===== src/rtl/core/receive_dc_remove_flip_peak_macros.svh =====
// Assertion macros shared by the receive conditioner RTL.
`ifndef RECEIVE_DC_REMOVE_FLIP_PEAK_MACROS_SVH
`define RECEIVE_DC_REMOVE_FLIP_PEAK_MACROS_SVH

`ifndef NO_ASSERTIONS

// Same-cycle implication, sampled on clk, off during reset.
`define RDFP_ASSERT_SAME(lbl, ante, cons, msg) \
    lbl: assert property (@(posedge clk) disable iff (!rst_n) (ante) |-> (cons)) \
        else $error(msg);

// Next-cycle implication, sampled on clk, off during reset.
`define RDFP_ASSERT_NEXT(lbl, ante, cons, msg) \
    lbl: assert property (@(posedge clk) disable iff (!rst_n) (ante) |=> (cons)) \
        else $error(msg);

`else

`define RDFP_ASSERT_SAME(lbl, ante, cons, msg)
`define RDFP_ASSERT_NEXT(lbl, ante, cons, msg)

`endif

`endif


===== src/rtl/core/rdcfp_pkg.sv =====
// Shared widths, reset values and register indexes of the receive conditioner.
package rdcfp_pkg;

    localparam int SAMPLE_W             = 16;
    localparam int CLEAN_W              = 25;
    localparam int PEAK_W               = 24;
    localparam int BLEN_W               = 13;
    localparam int CFG_W                = 13;
    localparam int CFG_IDX_W            = 2;
    localparam int FRAC_W               = 8;
    localparam int MEAN_W               = 24;
    localparam int DC_BLOCKS_DEF        = 32;
    localparam int MAX_BLOCK_LENGTH_DEF = 4096;

    localparam logic [CFG_IDX_W-1:0] REG_BLOCK_LENGTH   = 2'd0;
    localparam logic [CFG_IDX_W-1:0] REG_MIX_ENABLE     = 2'd1;
    localparam logic [CFG_IDX_W-1:0] REG_CHANNEL_SELECT = 2'd2;
    localparam logic [CFG_IDX_W-1:0] REG_FLIP_ENABLE    = 2'd3;

    localparam logic [BLEN_W-1:0] BLEN_RESET = 13'd1280;

endpackage


===== src/rtl/core/receive_dc_remove_flip_peak.sv =====
// Receive conditioner top level: mix, block-mean DC removal, flip, block peak.
// Path: an accepted beat moves through the input registers, y_raw_reg and the output
//   register; it waits in S_SHAPE while the output register holds an unaccepted beat.
// Flow: a new sample is accepted only in S_IDLE, once the last one has left S_SHAPE;
//   a block-end sample first runs the serial block-mean division, the ring update and
//   a reciprocal multiply for the DC estimate before the next sample is taken.
// Reset: asynchronous, clears the control state; the DC ring reads as zero through
//   per-entry valid bits, so no clearing pass is needed.
`include "receive_dc_remove_flip_peak_macros.svh"

module receive_dc_remove_flip_peak #(
    parameter int DC_BLOCKS        = rdcfp_pkg::DC_BLOCKS_DEF,
    parameter int MAX_BLOCK_LENGTH = rdcfp_pkg::MAX_BLOCK_LENGTH_DEF
) (
    input  logic                                   clk,
    input  logic                                   rst_n,
    input  logic                                   cfg_write,
    input  logic [rdcfp_pkg::CFG_IDX_W-1:0]        cfg_index,
    input  logic [rdcfp_pkg::CFG_W-1:0]            cfg_data,
    input  logic                                   in_valid,
    output logic                                   in_ready,
    input  logic signed [rdcfp_pkg::SAMPLE_W-1:0]  left_sample,
    input  logic signed [rdcfp_pkg::SAMPLE_W-1:0]  right_sample,
    output logic                                   out_valid,
    input  logic                                   out_ready,
    output logic signed [rdcfp_pkg::CLEAN_W-1:0]   clean_sample,
    output logic                                   block_end,
    output logic [rdcfp_pkg::PEAK_W-1:0]           peak_level
);

    import rdcfp_pkg::*;

    localparam int CNT_W   = $clog2(MAX_BLOCK_LENGTH);
    localparam int LEN_W   = (BLEN_W > CNT_W + 1) ? BLEN_W : CNT_W + 1;
    localparam int ACC_W   = SAMPLE_W + 1 + CNT_W;
    localparam int RP_W    = $clog2(DC_BLOCKS);
    localparam int RT_W    = MEAN_W + RP_W;
    localparam int NUM_M_W = ACC_W + FRAC_W;
    localparam int DVD_W   = (NUM_M_W > RT_W) ? NUM_M_W : RT_W;
    localparam int DVS_A   = $clog2(MAX_BLOCK_LENGTH + 1);
    localparam int DVS_B   = $clog2(DC_BLOCKS + 1);
    localparam int DVS_W   = (DVS_A > DVS_B) ? DVS_A : DVS_B;
    localparam int DCNT_W  = $clog2(DVD_W + 1);
    localparam int Y_W     = CLEAN_W + 1;
    localparam int DC_SHIFT = RT_W + RP_W;
    localparam int RCP_W    = RT_W + 1;
    localparam int PROD_W   = RT_W + RCP_W;
    localparam logic [RCP_W-1:0] DC_RECIP =
        RCP_W'(((longint'(1) << DC_SHIFT) + longint'(DC_BLOCKS - 1)) / longint'(DC_BLOCKS));

    typedef enum logic [7:0] {
        S_IDLE  = 8'b00000001,
        S_MIX   = 8'b00000010,
        S_SHAPE = 8'b00000100,
        S_DIVM  = 8'b00001000,
        S_RSUB  = 8'b00010000,
        S_RADD  = 8'b00100000,
        S_DCLD  = 8'b01000000,
        S_DCSET = 8'b10000000
    } state_t;

    // control state
    state_t                    state_reg, state_next;
    logic [BLEN_W-1:0]         blen_reg, blen_next;
    logic                      mix_reg, mix_next;
    logic                      chsel_reg, chsel_next;
    logic                      flip_reg, flip_next;
    logic [CNT_W-1:0]          count_reg, count_next;
    logic signed [ACC_W-1:0]   acc_reg, acc_next;
    logic [RP_W-1:0]           ring_pos_reg, ring_pos_next;
    logic signed [RT_W-1:0]    ring_total_reg, ring_total_next;
    logic signed [MEAN_W-1:0]  dc_reg, dc_next;
    logic                      phase_reg, phase_next;
    logic [PEAK_W-1:0]         peak_reg, peak_next;
    logic [DC_BLOCKS-1:0]      ring_valid_reg, ring_valid_next;
    logic                      out_valid_reg, out_valid_next;

    // payload state
    logic signed [SAMPLE_W-1:0] left_reg, left_next;
    logic signed [SAMPLE_W-1:0] right_reg, right_next;
    logic signed [Y_W-1:0]      y_raw_reg, y_raw_next;
    logic signed [MEAN_W-1:0]   mean_reg, mean_next;
    logic [DVD_W-1:0]           num_reg, num_next;
    logic [DVS_W-1:0]           rem_reg, rem_next;
    logic [DVS_W-1:0]           den_reg, den_next;
    logic [DCNT_W-1:0]          dcnt_reg, dcnt_next;
    logic                       neg_reg, neg_next;
    logic [PROD_W-1:0]          prod_reg, prod_next;
    logic signed [CLEAN_W-1:0]  clean_reg, clean_next;
    logic                       bend_reg, bend_next;
    logic [PEAK_W-1:0]          peak_out_reg, peak_out_next;

    // datapath
    logic signed [SAMPLE_W:0]   pair_sum;
    logic signed [SAMPLE_W:0]   avg_wide;
    logic signed [SAMPLE_W-1:0] avg;
    logic signed [SAMPLE_W-1:0] chan;
    logic signed [Y_W-1:0]      y_flip;
    logic signed [CLEAN_W-1:0]  y_sat;
    logic signed [Y_W-1:0]      y_abs;
    logic [PEAK_W-1:0]          mag;
    logic [PEAK_W-1:0]          peak_upd;
    logic [CNT_W:0]             cnt_plus;
    logic [LEN_W-1:0]           len_eff;
    logic                       blk_end;
    logic                       shape_go;
    logic [ACC_W-1:0]           acc_mag;
    logic [RT_W-1:0]            rt_mag;
    logic [DVS_W:0]             rem_sh;
    logic                       fits;
    logic [DVS_W-1:0]           rem_step;
    logic [DVD_W-1:0]           num_step;
    logic signed [MEAN_W-1:0]   q_signed;
    logic signed [MEAN_W-1:0]   dc_q;
    logic signed [MEAN_W-1:0]   old_mean;

    // ring memory
    logic                       ram_wr_en;
    logic                       ram_rd_en;
    logic [MEAN_W-1:0]          ram_rd_data;

    rdcfp_ram #(
        .WIDTH (MEAN_W),
        .DEPTH (DC_BLOCKS)
    ) u_ring (
        .clk     (clk),
        .wr_en   (ram_wr_en),
        .wr_addr (ring_pos_reg),
        .wr_data (mean_reg),
        .rd_en   (ram_rd_en),
        .rd_addr (ring_pos_reg),
        .rd_data (ram_rd_data)
    );

    always_comb
    begin
        pair_sum = {left_reg[SAMPLE_W-1], left_reg} + {right_reg[SAMPLE_W-1], right_reg};
        avg_wide = (pair_sum + {{SAMPLE_W{1'b0}}, pair_sum[SAMPLE_W]}) >>> 1;
        avg      = avg_wide[SAMPLE_W-1:0];
        chan     = chsel_reg ? right_reg : left_reg;

        y_flip = (flip_reg && !phase_reg) ? -y_raw_reg : y_raw_reg;
        priority case (y_flip[Y_W-1:Y_W-2])
            2'b01:   y_sat = {1'b0, {(CLEAN_W-1){1'b1}}};
            2'b10:   y_sat = {1'b1, {(CLEAN_W-1){1'b0}}};
            default: y_sat = y_flip[CLEAN_W-1:0];
        endcase
        y_abs = y_sat[CLEAN_W-1] ? -Y_W'(y_sat) : Y_W'(y_sat);
        mag   = (y_abs[Y_W-1:PEAK_W] != '0) ? {PEAK_W{1'b1}} : y_abs[PEAK_W-1:0];
        peak_upd = (!count_reg[0] && (mag > peak_reg)) ? mag : peak_reg;

        cnt_plus = {1'b0, count_reg} + (CNT_W+1)'(1);
        if (blen_reg == '0)
        begin
            len_eff = LEN_W'(1);
        end
        else if (LEN_W'(blen_reg) > LEN_W'(MAX_BLOCK_LENGTH))
        begin
            len_eff = LEN_W'(MAX_BLOCK_LENGTH);
        end
        else
        begin
            len_eff = LEN_W'(blen_reg);
        end
        blk_end  = LEN_W'(cnt_plus) >= len_eff;
        shape_go = !out_valid_reg || out_ready;

        acc_mag = acc_reg[ACC_W-1] ? ACC_W'(-acc_reg) : ACC_W'(acc_reg);
        rt_mag  = ring_total_reg[RT_W-1] ? RT_W'(-ring_total_reg) : RT_W'(ring_total_reg);

        rem_sh   = {rem_reg, num_reg[DVD_W-1]};
        fits     = rem_sh >= {1'b0, den_reg};
        rem_step = fits ? DVS_W'(rem_sh - {1'b0, den_reg}) : rem_sh[DVS_W-1:0];
        num_step = {num_reg[DVD_W-2:0], fits};
        q_signed = neg_reg ? -signed'(num_reg[MEAN_W-1:0]) : signed'(num_reg[MEAN_W-1:0]);
        dc_q     = neg_reg ? -signed'(prod_reg[DC_SHIFT +: MEAN_W])
                           : signed'(prod_reg[DC_SHIFT +: MEAN_W]);
        old_mean = ring_valid_reg[ring_pos_reg] ? signed'(ram_rd_data) : '0;
    end

    always_comb
    begin
        state_next      = state_reg;
        blen_next       = blen_reg;
        mix_next        = mix_reg;
        chsel_next      = chsel_reg;
        flip_next       = flip_reg;
        count_next      = count_reg;
        acc_next        = acc_reg;
        ring_pos_next   = ring_pos_reg;
        ring_total_next = ring_total_reg;
        dc_next         = dc_reg;
        phase_next      = phase_reg;
        peak_next       = peak_reg;
        ring_valid_next = ring_valid_reg;
        out_valid_next  = out_valid_reg && !out_ready;
        left_next       = left_reg;
        right_next      = right_reg;
        y_raw_next      = y_raw_reg;
        mean_next       = mean_reg;
        num_next        = num_reg;
        rem_next        = rem_reg;
        den_next        = den_reg;
        dcnt_next       = dcnt_reg;
        neg_next        = neg_reg;
        prod_next       = prod_reg;
        clean_next      = clean_reg;
        bend_next       = bend_reg;
        peak_out_next   = peak_out_reg;
        ram_wr_en       = 1'b0;
        ram_rd_en       = 1'b0;

        if (cfg_write)
        begin
            unique case (cfg_index)
                REG_BLOCK_LENGTH:   blen_next  = cfg_data[BLEN_W-1:0];
                REG_MIX_ENABLE:     mix_next   = cfg_data[0];
                REG_CHANNEL_SELECT: chsel_next = cfg_data[0];
                REG_FLIP_ENABLE:    flip_next  = cfg_data[0];
            endcase
        end

        unique case (state_reg)
            S_IDLE:
            begin
                if (in_valid)
                begin
                    left_next  = left_sample;
                    right_next = right_sample;
                    state_next = S_MIX;
                end
            end
            S_MIX:
            begin
                if (mix_reg)
                begin
                    acc_next   = acc_reg + ACC_W'(avg);
                    y_raw_next = Y_W'(signed'({avg, {FRAC_W{1'b0}}})) - Y_W'(dc_reg);
                end
                else
                begin
                    y_raw_next = Y_W'(signed'({chan, {FRAC_W{1'b0}}}));
                end
                state_next = S_SHAPE;
            end
            S_SHAPE:
            begin
                if (shape_go)
                begin
                    out_valid_next = 1'b1;
                    clean_next     = y_sat;
                    bend_next      = blk_end;
                    peak_out_next  = blk_end ? peak_upd : '0;
                    if (flip_reg)
                    begin
                        phase_next = !phase_reg;
                    end
                    if (blk_end)
                    begin
                        // start block-mean division; fetch the slot it replaces
                        num_next   = DVD_W'({acc_mag, {FRAC_W{1'b0}}});
                        rem_next   = '0;
                        den_next   = DVS_W'(cnt_plus);
                        neg_next   = acc_reg[ACC_W-1];
                        dcnt_next  = DCNT_W'(DVD_W);
                        ram_rd_en  = 1'b1;
                        acc_next   = '0;
                        peak_next  = '0;
                        count_next = '0;
                        state_next = S_DIVM;
                    end
                    else
                    begin
                        peak_next  = peak_upd;
                        count_next = count_reg + CNT_W'(1);
                        state_next = S_IDLE;
                    end
                end
            end
            S_DIVM:
            begin
                num_next  = num_step;
                rem_next  = rem_step;
                dcnt_next = dcnt_reg - DCNT_W'(1);
                if (dcnt_reg == DCNT_W'(1))
                begin
                    state_next = S_RSUB;
                end
            end
            S_RSUB:
            begin
                ring_total_next = ring_total_reg - RT_W'(old_mean);
                mean_next       = q_signed;
                state_next      = S_RADD;
            end
            S_RADD:
            begin
                ring_total_next              = ring_total_reg + RT_W'(mean_reg);
                ram_wr_en                    = 1'b1;
                ring_valid_next[ring_pos_reg] = 1'b1;
                ring_pos_next = (ring_pos_reg == RP_W'(DC_BLOCKS - 1)) ? '0
                              : ring_pos_reg + RP_W'(1);
                state_next    = S_DCLD;
            end
            S_DCLD:
            begin
                prod_next  = PROD_W'(rt_mag) * PROD_W'(DC_RECIP);
                neg_next   = ring_total_reg[RT_W-1];
                state_next = S_DCSET;
            end
            S_DCSET:
            begin
                dc_next    = dc_q;
                state_next = S_IDLE;
            end
            default:
            begin
                state_next = S_IDLE;
            end
        endcase
    end

    always_ff @(posedge clk or negedge rst_n)
    begin
        if (!rst_n)
        begin
            state_reg      <= S_IDLE;
            blen_reg       <= BLEN_RESET;
            mix_reg        <= 1'b1;
            chsel_reg      <= 1'b0;
            flip_reg       <= 1'b0;
            count_reg      <= '0;
            acc_reg        <= '0;
            ring_pos_reg   <= '0;
            ring_total_reg <= '0;
            dc_reg         <= '0;
            phase_reg      <= 1'b0;
            peak_reg       <= '0;
            ring_valid_reg <= '0;
            out_valid_reg  <= 1'b0;
        end
        else
        begin
            state_reg      <= state_next;
            blen_reg       <= blen_next;
            mix_reg        <= mix_next;
            chsel_reg      <= chsel_next;
            flip_reg       <= flip_next;
            count_reg      <= count_next;
            acc_reg        <= acc_next;
            ring_pos_reg   <= ring_pos_next;
            ring_total_reg <= ring_total_next;
            dc_reg         <= dc_next;
            phase_reg      <= phase_next;
            peak_reg       <= peak_next;
            ring_valid_reg <= ring_valid_next;
            out_valid_reg  <= out_valid_next;
        end
    end

    always_ff @(posedge clk)
    begin
        left_reg     <= left_next;
        right_reg    <= right_next;
        y_raw_reg    <= y_raw_next;
        mean_reg     <= mean_next;
        num_reg      <= num_next;
        rem_reg      <= rem_next;
        den_reg      <= den_next;
        dcnt_reg     <= dcnt_next;
        neg_reg      <= neg_next;
        prod_reg     <= prod_next;
        clean_reg    <= clean_next;
        bend_reg     <= bend_next;
        peak_out_reg <= peak_out_next;
    end

    assign in_ready     = (state_reg == S_IDLE);
    assign out_valid    = out_valid_reg;
    assign clean_sample = clean_reg;
    assign block_end    = bend_reg;
    assign peak_level   = peak_out_reg;

    `RDFP_ASSERT_NEXT(a_busy_after_beat, in_valid && in_ready, !in_ready, "accepted beat while busy")
    `RDFP_ASSERT_SAME(a_peak_at_end_only, out_valid && !block_end, peak_level == '0, "peak off block end")
    `RDFP_ASSERT_SAME(a_ring_pos_range, 1'b1, ring_pos_reg <= RP_W'(DC_BLOCKS - 1), "ring slot out of range")
    `RDFP_ASSERT_SAME(a_div_den_nonzero, state_reg == S_DIVM, den_reg != '0, "divide by zero")

endmodule


===== src/rtl/core/rdcfp_ram.sv =====
// Generic single-write, single-read RAM with registered read data.
module rdcfp_ram #(
    parameter int WIDTH = 24,
    parameter int DEPTH = 32
) (
    input  logic                     clk,
    input  logic                     wr_en,
    input  logic [$clog2(DEPTH)-1:0] wr_addr,
    input  logic [WIDTH-1:0]         wr_data,
    input  logic                     rd_en,
    input  logic [$clog2(DEPTH)-1:0] rd_addr,
    output logic [WIDTH-1:0]         rd_data
);

    logic [WIDTH-1:0] mem_reg [DEPTH];
    logic [WIDTH-1:0] rd_data_reg;

    always_ff @(posedge clk)
    begin
        if (wr_en)
        begin
            mem_reg[wr_addr] <= wr_data;
        end
        if (rd_en)
        begin
            rd_data_reg <= mem_reg[rd_addr];
        end
    end

    assign rd_data = rd_data_reg;

endmodule

===== config.mk =====
export PLATFORM = sky130hd
export DESIGN_NAME = receive_dc_remove_flip_peak
export DESIGN_NICKNAME = d
export VERILOG_FILES = /design/src/rtl/core/rdcfp_pkg.sv /design/src/rtl/core/receive_dc_remove_flip_peak.sv /design/src/rtl/core/rdcfp_ram.sv
export VERILOG_INCLUDE_DIRS = /design/src /design/src/rtl/core
export SDC_FILE = /design/constraint.sdc
export NUM_CORES = 2
export LEC_CHECK = 0
export ABC_AREA = 1
export BUFFER_PORTS_ARGS = -buffer_cell sky130_fd_sc_hd__buf_2
export CAP_MARGIN = 20
export CELL_PAD_IN_SITES_DETAIL_PLACEMENT = 1
export CELL_PAD_IN_SITES_GLOBAL_PLACEMENT = 2
export CORE_ASPECT_RATIO = 2
export CORE_MARGIN = 4
export CORE_UTILIZATION = 38
export DETAILED_ROUTE_END_ITERATION = 8
export MAX_ROUTING_LAYER = met4
export PLACE_DENSITY = 0.73
export SLEW_MARGIN = 20
export SYNTH_ARGS = -nofsm -noshare
export SYNTH_HDL_FRONTEND = slang
export SYNTH_SLANG_ARGS = --single-unit
export TNS_END_PERCENT = 50

===== constraint.sdc =====
create_clock -name clk -period 5.2 [get_ports clk]
set_clock_uncertainty 0.05 [all_clocks]
set_input_delay 1.04 -clock clk [delete_from_list [all_inputs] [get_ports clk]]
set_output_delay 1.04 -clock clk [all_outputs]
set_load 0.05 [all_outputs]

# Word level (Yosys, flattened, before mapping)
# Memories as Yosys holds them, arrays and structs flattened. A register that Yosys moved wholly into a read port is not among the register bits.
# Cells that the tools add are included.
dict set report word_totals {
  in_bits 52
  mem_bits_rw 768
  n_memories 1
  regBits 412
}
# name depth width read_ports rd_clocked_by_memory_dff wr line_no
set mem_list {}
lappend mem_list {u_ring.mem_reg 32 24 1 1 1 rdcfp_ram.sv:15} ;# logic [WIDTH-1:0] mem_reg [DEPTH];
dict set report classes {
  n_reduce_logical 28
  eq_ne 20
  n_bitwise 1
  addsub 17
  muxes 52
  magnitude_cmp 6
}
# cell count
set ops {}
lappend ops {{2-to-1 mux 24 bit} 6}
lappend ops {{2-to-1 mux 29 bit} 4}
lappend ops {{one-hot mux 29 bit (2 select lines)} 2}
lappend ops {{2-to-1 mux 26 bit} 3}
lappend ops {{2-to-1 mux 37 bit} 2}
lappend ops {{one-hot mux 37 bit (2 select lines)} 1}
lappend ops {{2-to-1 mux 13 bit} 5}
lappend ops {{negation 29 bit} 2}
lappend ops {{one-hot mux 8 bit (7 select lines)} 1}
lappend ops {{one-hot mux 25 bit (2 select lines)} 1}
lappend ops {{negation 24 bit} 2}
lappend ops {{bitwise OR 32 bit} 1}
lappend ops {{adder 29 x 16 -> 29 bit} 1}
lappend ops {{adder 29 x 24 -> 29 bit} 1}
lappend ops {{subtractor 29 x 24 -> 29 bit} 1}
lappend ops {{2-to-1 mux 28 bit} 1}
lappend ops {{negation 25 -> 26 bit} 1}
lappend ops {{negation 26 bit} 1}
lappend ops {{one-hot mux 13 bit (2 select lines)} 1}
lappend ops {{subtractor 24 x 24 -> 25 bit} 1}
lappend ops {{> comparator 24 bit} 1}
lappend ops {{2-to-1 mux 8 bit} 3}
lappend ops {{adder 16 x 16 -> 17 bit} 1}
lappend ops {{adder 17 x 1 -> 17 bit} 1}
lappend ops {{other kinds (42)} 80}

# Longest topological paths before layout
dict set report logic_depth {
  ltp_word 13
  depth_mapped 42
}

# Modules after synthesis
# A second synthesis with hierarchy kept.
dict set report hier_totals {
  cells_unflattened 6084
  hier_area_um2 59264.3
}
# module seq_area_each_um2 area_each_um2 cells_per_inst n_inst
set by_module_without_submodules {}
lappend by_module_without_submodules {rdcfp_ram 23782.8 32000.7 2665 1}
lappend by_module_without_submodules {receive_dc_remove_flip_peak 11290.8 27263.6 3419 1}

# Worst setup path before layout
# Ideal clock, no wire load.
dict set report synth_path {
  path_type {reg-to-reg}
  start {reg y_raw_reg[3]}
  end {reg peak_out_reg[18] (netlist: peak_level[18]), data pin}
  arrival_ns 5.215
  setup_slack_ns -0.331
  stages_incl_launch_ff 39
  cell_sequence {edfxtp_1 > nor2_1 > nand2_1 > nor2_4 > nand2_1 > inv_1 > nand2_1 > o311ai_0 > o21a_1 > ha_1 > buf_2 > inv_1 > nand2_2 > clkbuf_1 > nand2_1 > inv_1 > ha_1 > nand3_1 > [... 3 more ...] > nand2_1 > nor2_2 > nand2_1 > buf_2 > buf_2 > nand2_1 > ha_1 > nand2_1 > nor3_1 > nand2_1 > a31oi_1 > o21ai_0 > inv_1 > clkbuf_1 > buf_2 > nand4_1 > nand2_1 > nor2_1}
}
dict set report synth_between {
  elab_chain_len 11
}
# item line_no
set synth_rtl {}
lappend synth_rtl {{start, declared} receive_dc_remove_flip_peak.sv:81} ;# logic signed [Y_W-1:0] y_raw_reg, y_raw_next;
lappend synth_rtl {{start signal, assigned} receive_dc_remove_flip_peak.sv:365} ;# y_raw_reg <= y_raw_next;
lappend synth_rtl {{negation 26 bit *} receive_dc_remove_flip_peak.sv:142} ;# y_flip = (flip_reg && !phase_reg) ? -y_raw_reg : y_raw_reg;
lappend synth_rtl {{2-to-1 mux 26 bit *} receive_dc_remove_flip_peak.sv:142}
lappend synth_rtl {{== test 2 bit or == test 2 x 1 -> 1 bit (tied branches)} receive_dc_remove_flip_peak.sv:143} ;# priority case (y_flip[Y_W-1:Y_W-2])
lappend synth_rtl {{one-hot mux 25 bit (2 select lines) *} receive_dc_remove_flip_peak.sv:143}
lappend synth_rtl {{net y_sat[1]} receive_dc_remove_flip_peak.sv:99} ;# logic signed [CLEAN_W-1:0] y_sat;
lappend synth_rtl {{negation 25 -> 26 bit} receive_dc_remove_flip_peak.sv:148} ;# y_abs = y_sat[CLEAN_W-1] ? -Y_W'(y_sat) : Y_W'(y_sat);
lappend synth_rtl {{2-to-1 mux 26 bit *} receive_dc_remove_flip_peak.sv:148}
lappend synth_rtl {{nonzero test 2 bit} receive_dc_remove_flip_peak.sv:149} ;# mag = (y_abs[Y_W-1:PEAK_W] != '0) ? {PEAK_W{1'b1}} : y_abs[PEAK_W-1:0];
lappend synth_rtl {{2-to-1 mux 24 bit *} receive_dc_remove_flip_peak.sv:149}
lappend synth_rtl {{> comparator 24 bit} receive_dc_remove_flip_peak.sv:150} ;# peak_upd = (!count_reg[0] && (mag > peak_reg)) ? mag : peak_reg;
lappend synth_rtl {{logical AND 1 bit} receive_dc_remove_flip_peak.sv:150}
lappend synth_rtl {{2-to-1 mux 24 bit *} receive_dc_remove_flip_peak.sv:150}
lappend synth_rtl {{end signal, assigned} receive_dc_remove_flip_peak.sv:375} ;# peak_out_reg <= peak_out_next;
lappend synth_rtl {{end, declared} receive_dc_remove_flip_peak.sv:91} ;# logic [PEAK_W-1:0] peak_out_reg, peak_out_next;
# Mark *: on every way through the listed nets, which the timed path passes. The rest lies on a longest branch.
# A chain may end at the register's enable or synchronous reset.

# Final worst setup path
dict set report layout_path {
  start {reg y_raw_reg[1]}
  end {reg peak_out_reg[0] (netlist: peak_level[0]), data pin}
}
# item line_no
set layout_rtl {}
lappend layout_rtl {{negation 26 bit *} receive_dc_remove_flip_peak.sv:142}
lappend layout_rtl {{2-to-1 mux 26 bit *} receive_dc_remove_flip_peak.sv:142}
lappend layout_rtl {{== test 2 bit or == test 2 x 1 -> 1 bit (tied branches)} receive_dc_remove_flip_peak.sv:143}
lappend layout_rtl {{one-hot mux 25 bit (2 select lines) *} receive_dc_remove_flip_peak.sv:143}
lappend layout_rtl {{negation 25 -> 26 bit} receive_dc_remove_flip_peak.sv:148}
lappend layout_rtl {{2-to-1 mux 26 bit *} receive_dc_remove_flip_peak.sv:148}
lappend layout_rtl {{net y_abs[0]} receive_dc_remove_flip_peak.sv:100} ;# logic signed [Y_W-1:0] y_abs;
lappend layout_rtl {{2-to-1 mux 24 bit *} receive_dc_remove_flip_peak.sv:149}
lappend layout_rtl {{> comparator 24 bit} receive_dc_remove_flip_peak.sv:150}
lappend layout_rtl {{logical AND 1 bit} receive_dc_remove_flip_peak.sv:150}
lappend layout_rtl {{2-to-1 mux 24 bit *} receive_dc_remove_flip_peak.sv:150}
# Marks and branches as above.

==> results.json <==
{
  "status": "finished, violations left",
  "violations": "negative setup slack",
  "ctsHtreeMaxLevel": 3,
  "synth.area.top_cells": "edfxtp_1, dfrtp_1, o21ai_0",
  "p_leak_nw": 27.2,
  "numCtsBuffers": 105,
  "synth_top_area_share": 0.535,
  "hold_viol": 0,
  "worstSetupPathType": "flop to flop",
  "core_sq_mm": 0.149,
  "setup_ws_ps": -255,
  "synth_ff_type": "edfxtp_1",
  "drv_slew": 0,
  "wl_per_cell_um": 24.3,
  "grtUsageTotal": 0.254,
  "clk_path_buf_depth": 3,
  "drc": 0,
  "antenna_found_initial": 1,
  "crit_path_frequent_cell": "buf_4",
  "routabilityCongestion": 0.953,
  "critPathBufInv": 26,
  "synth.largest_area_cell": "edfxtp_1",
  "dieWidth_um": 282,
  "synthToLayoutAreaGrowth_pct": 22.1,
  "synth_edf_count": 1017,
  "rows": 200,
  "cts.clk_slew.worst_paths_ps": 70,
  "dr.pass1.iters": 5,
  "drt-initial-drc-count": 2472,
  "postSynthCellCount": 5454,
  "tns_ps": -4090,
  "max_freq_mhz": 183,
  "grt_max_degree": 158,
  "cap_violations": 0,
  "vias_per_cell": 5.44,
  "power.density_mw_per_mm2": 582,
  "dieArea_sq_mm": 0.157,
  "final_cell_mix": "edfxtp_1, nand2_1, nor2_1, o21ai_0, buf_4",
  "final_common_cell": "edfxtp_1",
  "crit_path_start_kind": "flop",
  "drive_gt1_frac": 0.223,
  "cp_data_required_time_ps": 5730,
  "grt_pass1_vias": 47400,
  "synth_seq_cells": 1198,
  "clock-sinks": 1198,
  "finalCritPeriodShare": 1.05,
  "ctsHoldBuffers": 0,
  "largest_reg_flops": 768,
  "port_buffers": 103,
  "timing.slew.headroom": 0.180,
  "crit_arrival_ps": 5980,
  "yosysSeqAreaShare": 0.615,
  "cp-end-kind": "flop",
  "ys_async_sr_fraction": 0.151,
  "start_util": 0.383,
  "hp-class": "input port to async pin",
  "yosys_warnings": 0,
  "setup_violations": 42,
  "tightest_slew_ps": 1230,
  "min_period_ps": 5460,
  "ys_types": 63,
  "pin_count": 104,
  "crit_path_max_fanout": 4,
  "clk_latency_ps": 730,
  "power.total_mw": 40.5,
  "overflow": 0,
  "crit_path_top_delay_cell": "edfxtp_1",
  "clk_root_buffer_cell": "clkbuf_16",
  "rsz0062_at_grt": "yes",
  "synthesis.nets": 5666,
  "grt_pass1_wl_um": 292000,
  "wl_um": 197000,
  "vias": 44000,
  "hpwl_um": 136000,
  "drt.antenna.violating_nets": 0,
  "syn_area_sq_mm": 0.0570,
  "max-vdd-ir-drop_mv": 0.494,
  "cp_top_family": "buffers and inverters",
  "cts_tree": "done",
  "finalNetCount": 6291,
  "synth_area_per_cell_sq_um": 10.5,
  "cp_slowest_stage_delay_ps": 460,
  "dieHeight_um": 556
}
==> through the flow <==
stage               hold slack, ps  utilization  worst slack [ps]  area (sq um)  instances
floorplan                      377            -            0.0511         57100       5454
global placement               389        0.426              -414         63400       7754
detailed placement             399        0.426              -470         63400       7754
CTS                            323        0.458              -116         68300       8053
global route                   273        0.468              -434         69700       8086
finish                         233        0.468              -255         69700       8086
==> path summary, 6_finish.rpt <==
check                             startpoint                end  slack (ps)  cells past startpoint
hold / removal                         rst_n       peak_reg[16]         230                      1
setup / recovery                y_raw_reg[1]      peak_level[0]        -260                     39
setup reg to reg                y_raw_reg[1]      peak_level[0]        -260                     39
min in group clk           ring_valid_reg[3]  ring_valid_reg[3]         420                      2
max in group asynchronous              rst_n       blen_reg[10]        3590                      2
hold reg to reg            ring_valid_reg[3]  ring_valid_reg[3]         420                      2
==> layer usage <==
layer,GRT usage,vias to the layer above,share of wire
li1,-,20500,-
met1,0.246,22300,0.35
met2,0.503,764,0.58
met3,0.0203,393,0.023
met4,0.112,0,0.053
met5,-,-,0
==> logic make-up after synthesis <==
family                     Yosys count  synth area share
muxes                               11           0.00217
and+or+nand+nor                   1939             0.144
DFF                               1198             0.615
adders and majority gates          160            0.0356
xor gates and xnor gates           176            0.0270
AOI/OAI and AO/OA                 1292             0.129
buffers and inverters              678            0.0464
==> synth_stat cells (23+ instances only) <==
library cell,count
nor2_1,741
xor2_1,122
clkbuf_1,186
ha_1,156
dfrtp_1,177
o21ai_0,656
or2_2,43
a31oi_1,24
edfxtp_1,1017
nor3_1,29
a221oi_1,47
inv_1,433
a21oi_1,188
nand2_2,26
a22o_1,46
buf_2,25
o22ai_1,214
nor4_1,23
nand2_1,775
xnor2_1,54
nand3_1,202
nand4_1,41
o211ai_1,29
==> worst register-to-register path: cells and delay by family (launching register included) <==
kind / cells / cell delay (ps)
compound gates: 4 / 660
buf+inv: 26 / 3130
flops: 1 / 460
fa+ha+maj: 1 / 230
simple gates: 8 / 790
==> area by class of cell <==
type,count,area (sq um)
diodes,1,2.50
clock buffers,137,2860
clock inverters,57,636
fillers,16100,79200
inverters,447,1710
multi-input cells,3578,21100
flip-flops and latches,1198,35100
well taps,1919,2400
repair buffers,749,5880
==> report_power, final <==
| group | internal [mW] | switching (mW) |
|---|---|---|
| logic | 9.04 | 11.7 |
| registers | 11.1 | 0.561 |
| clock network | 4.37 | 3.73 |
==> what timing repair did <==
item,CTS,global route
setup buffers,103,36
resized for setup,120,279
setup endpoints to repair,69,87
cloned,4,1
pin swaps,31,126
(Power assumes the default switching activity.)
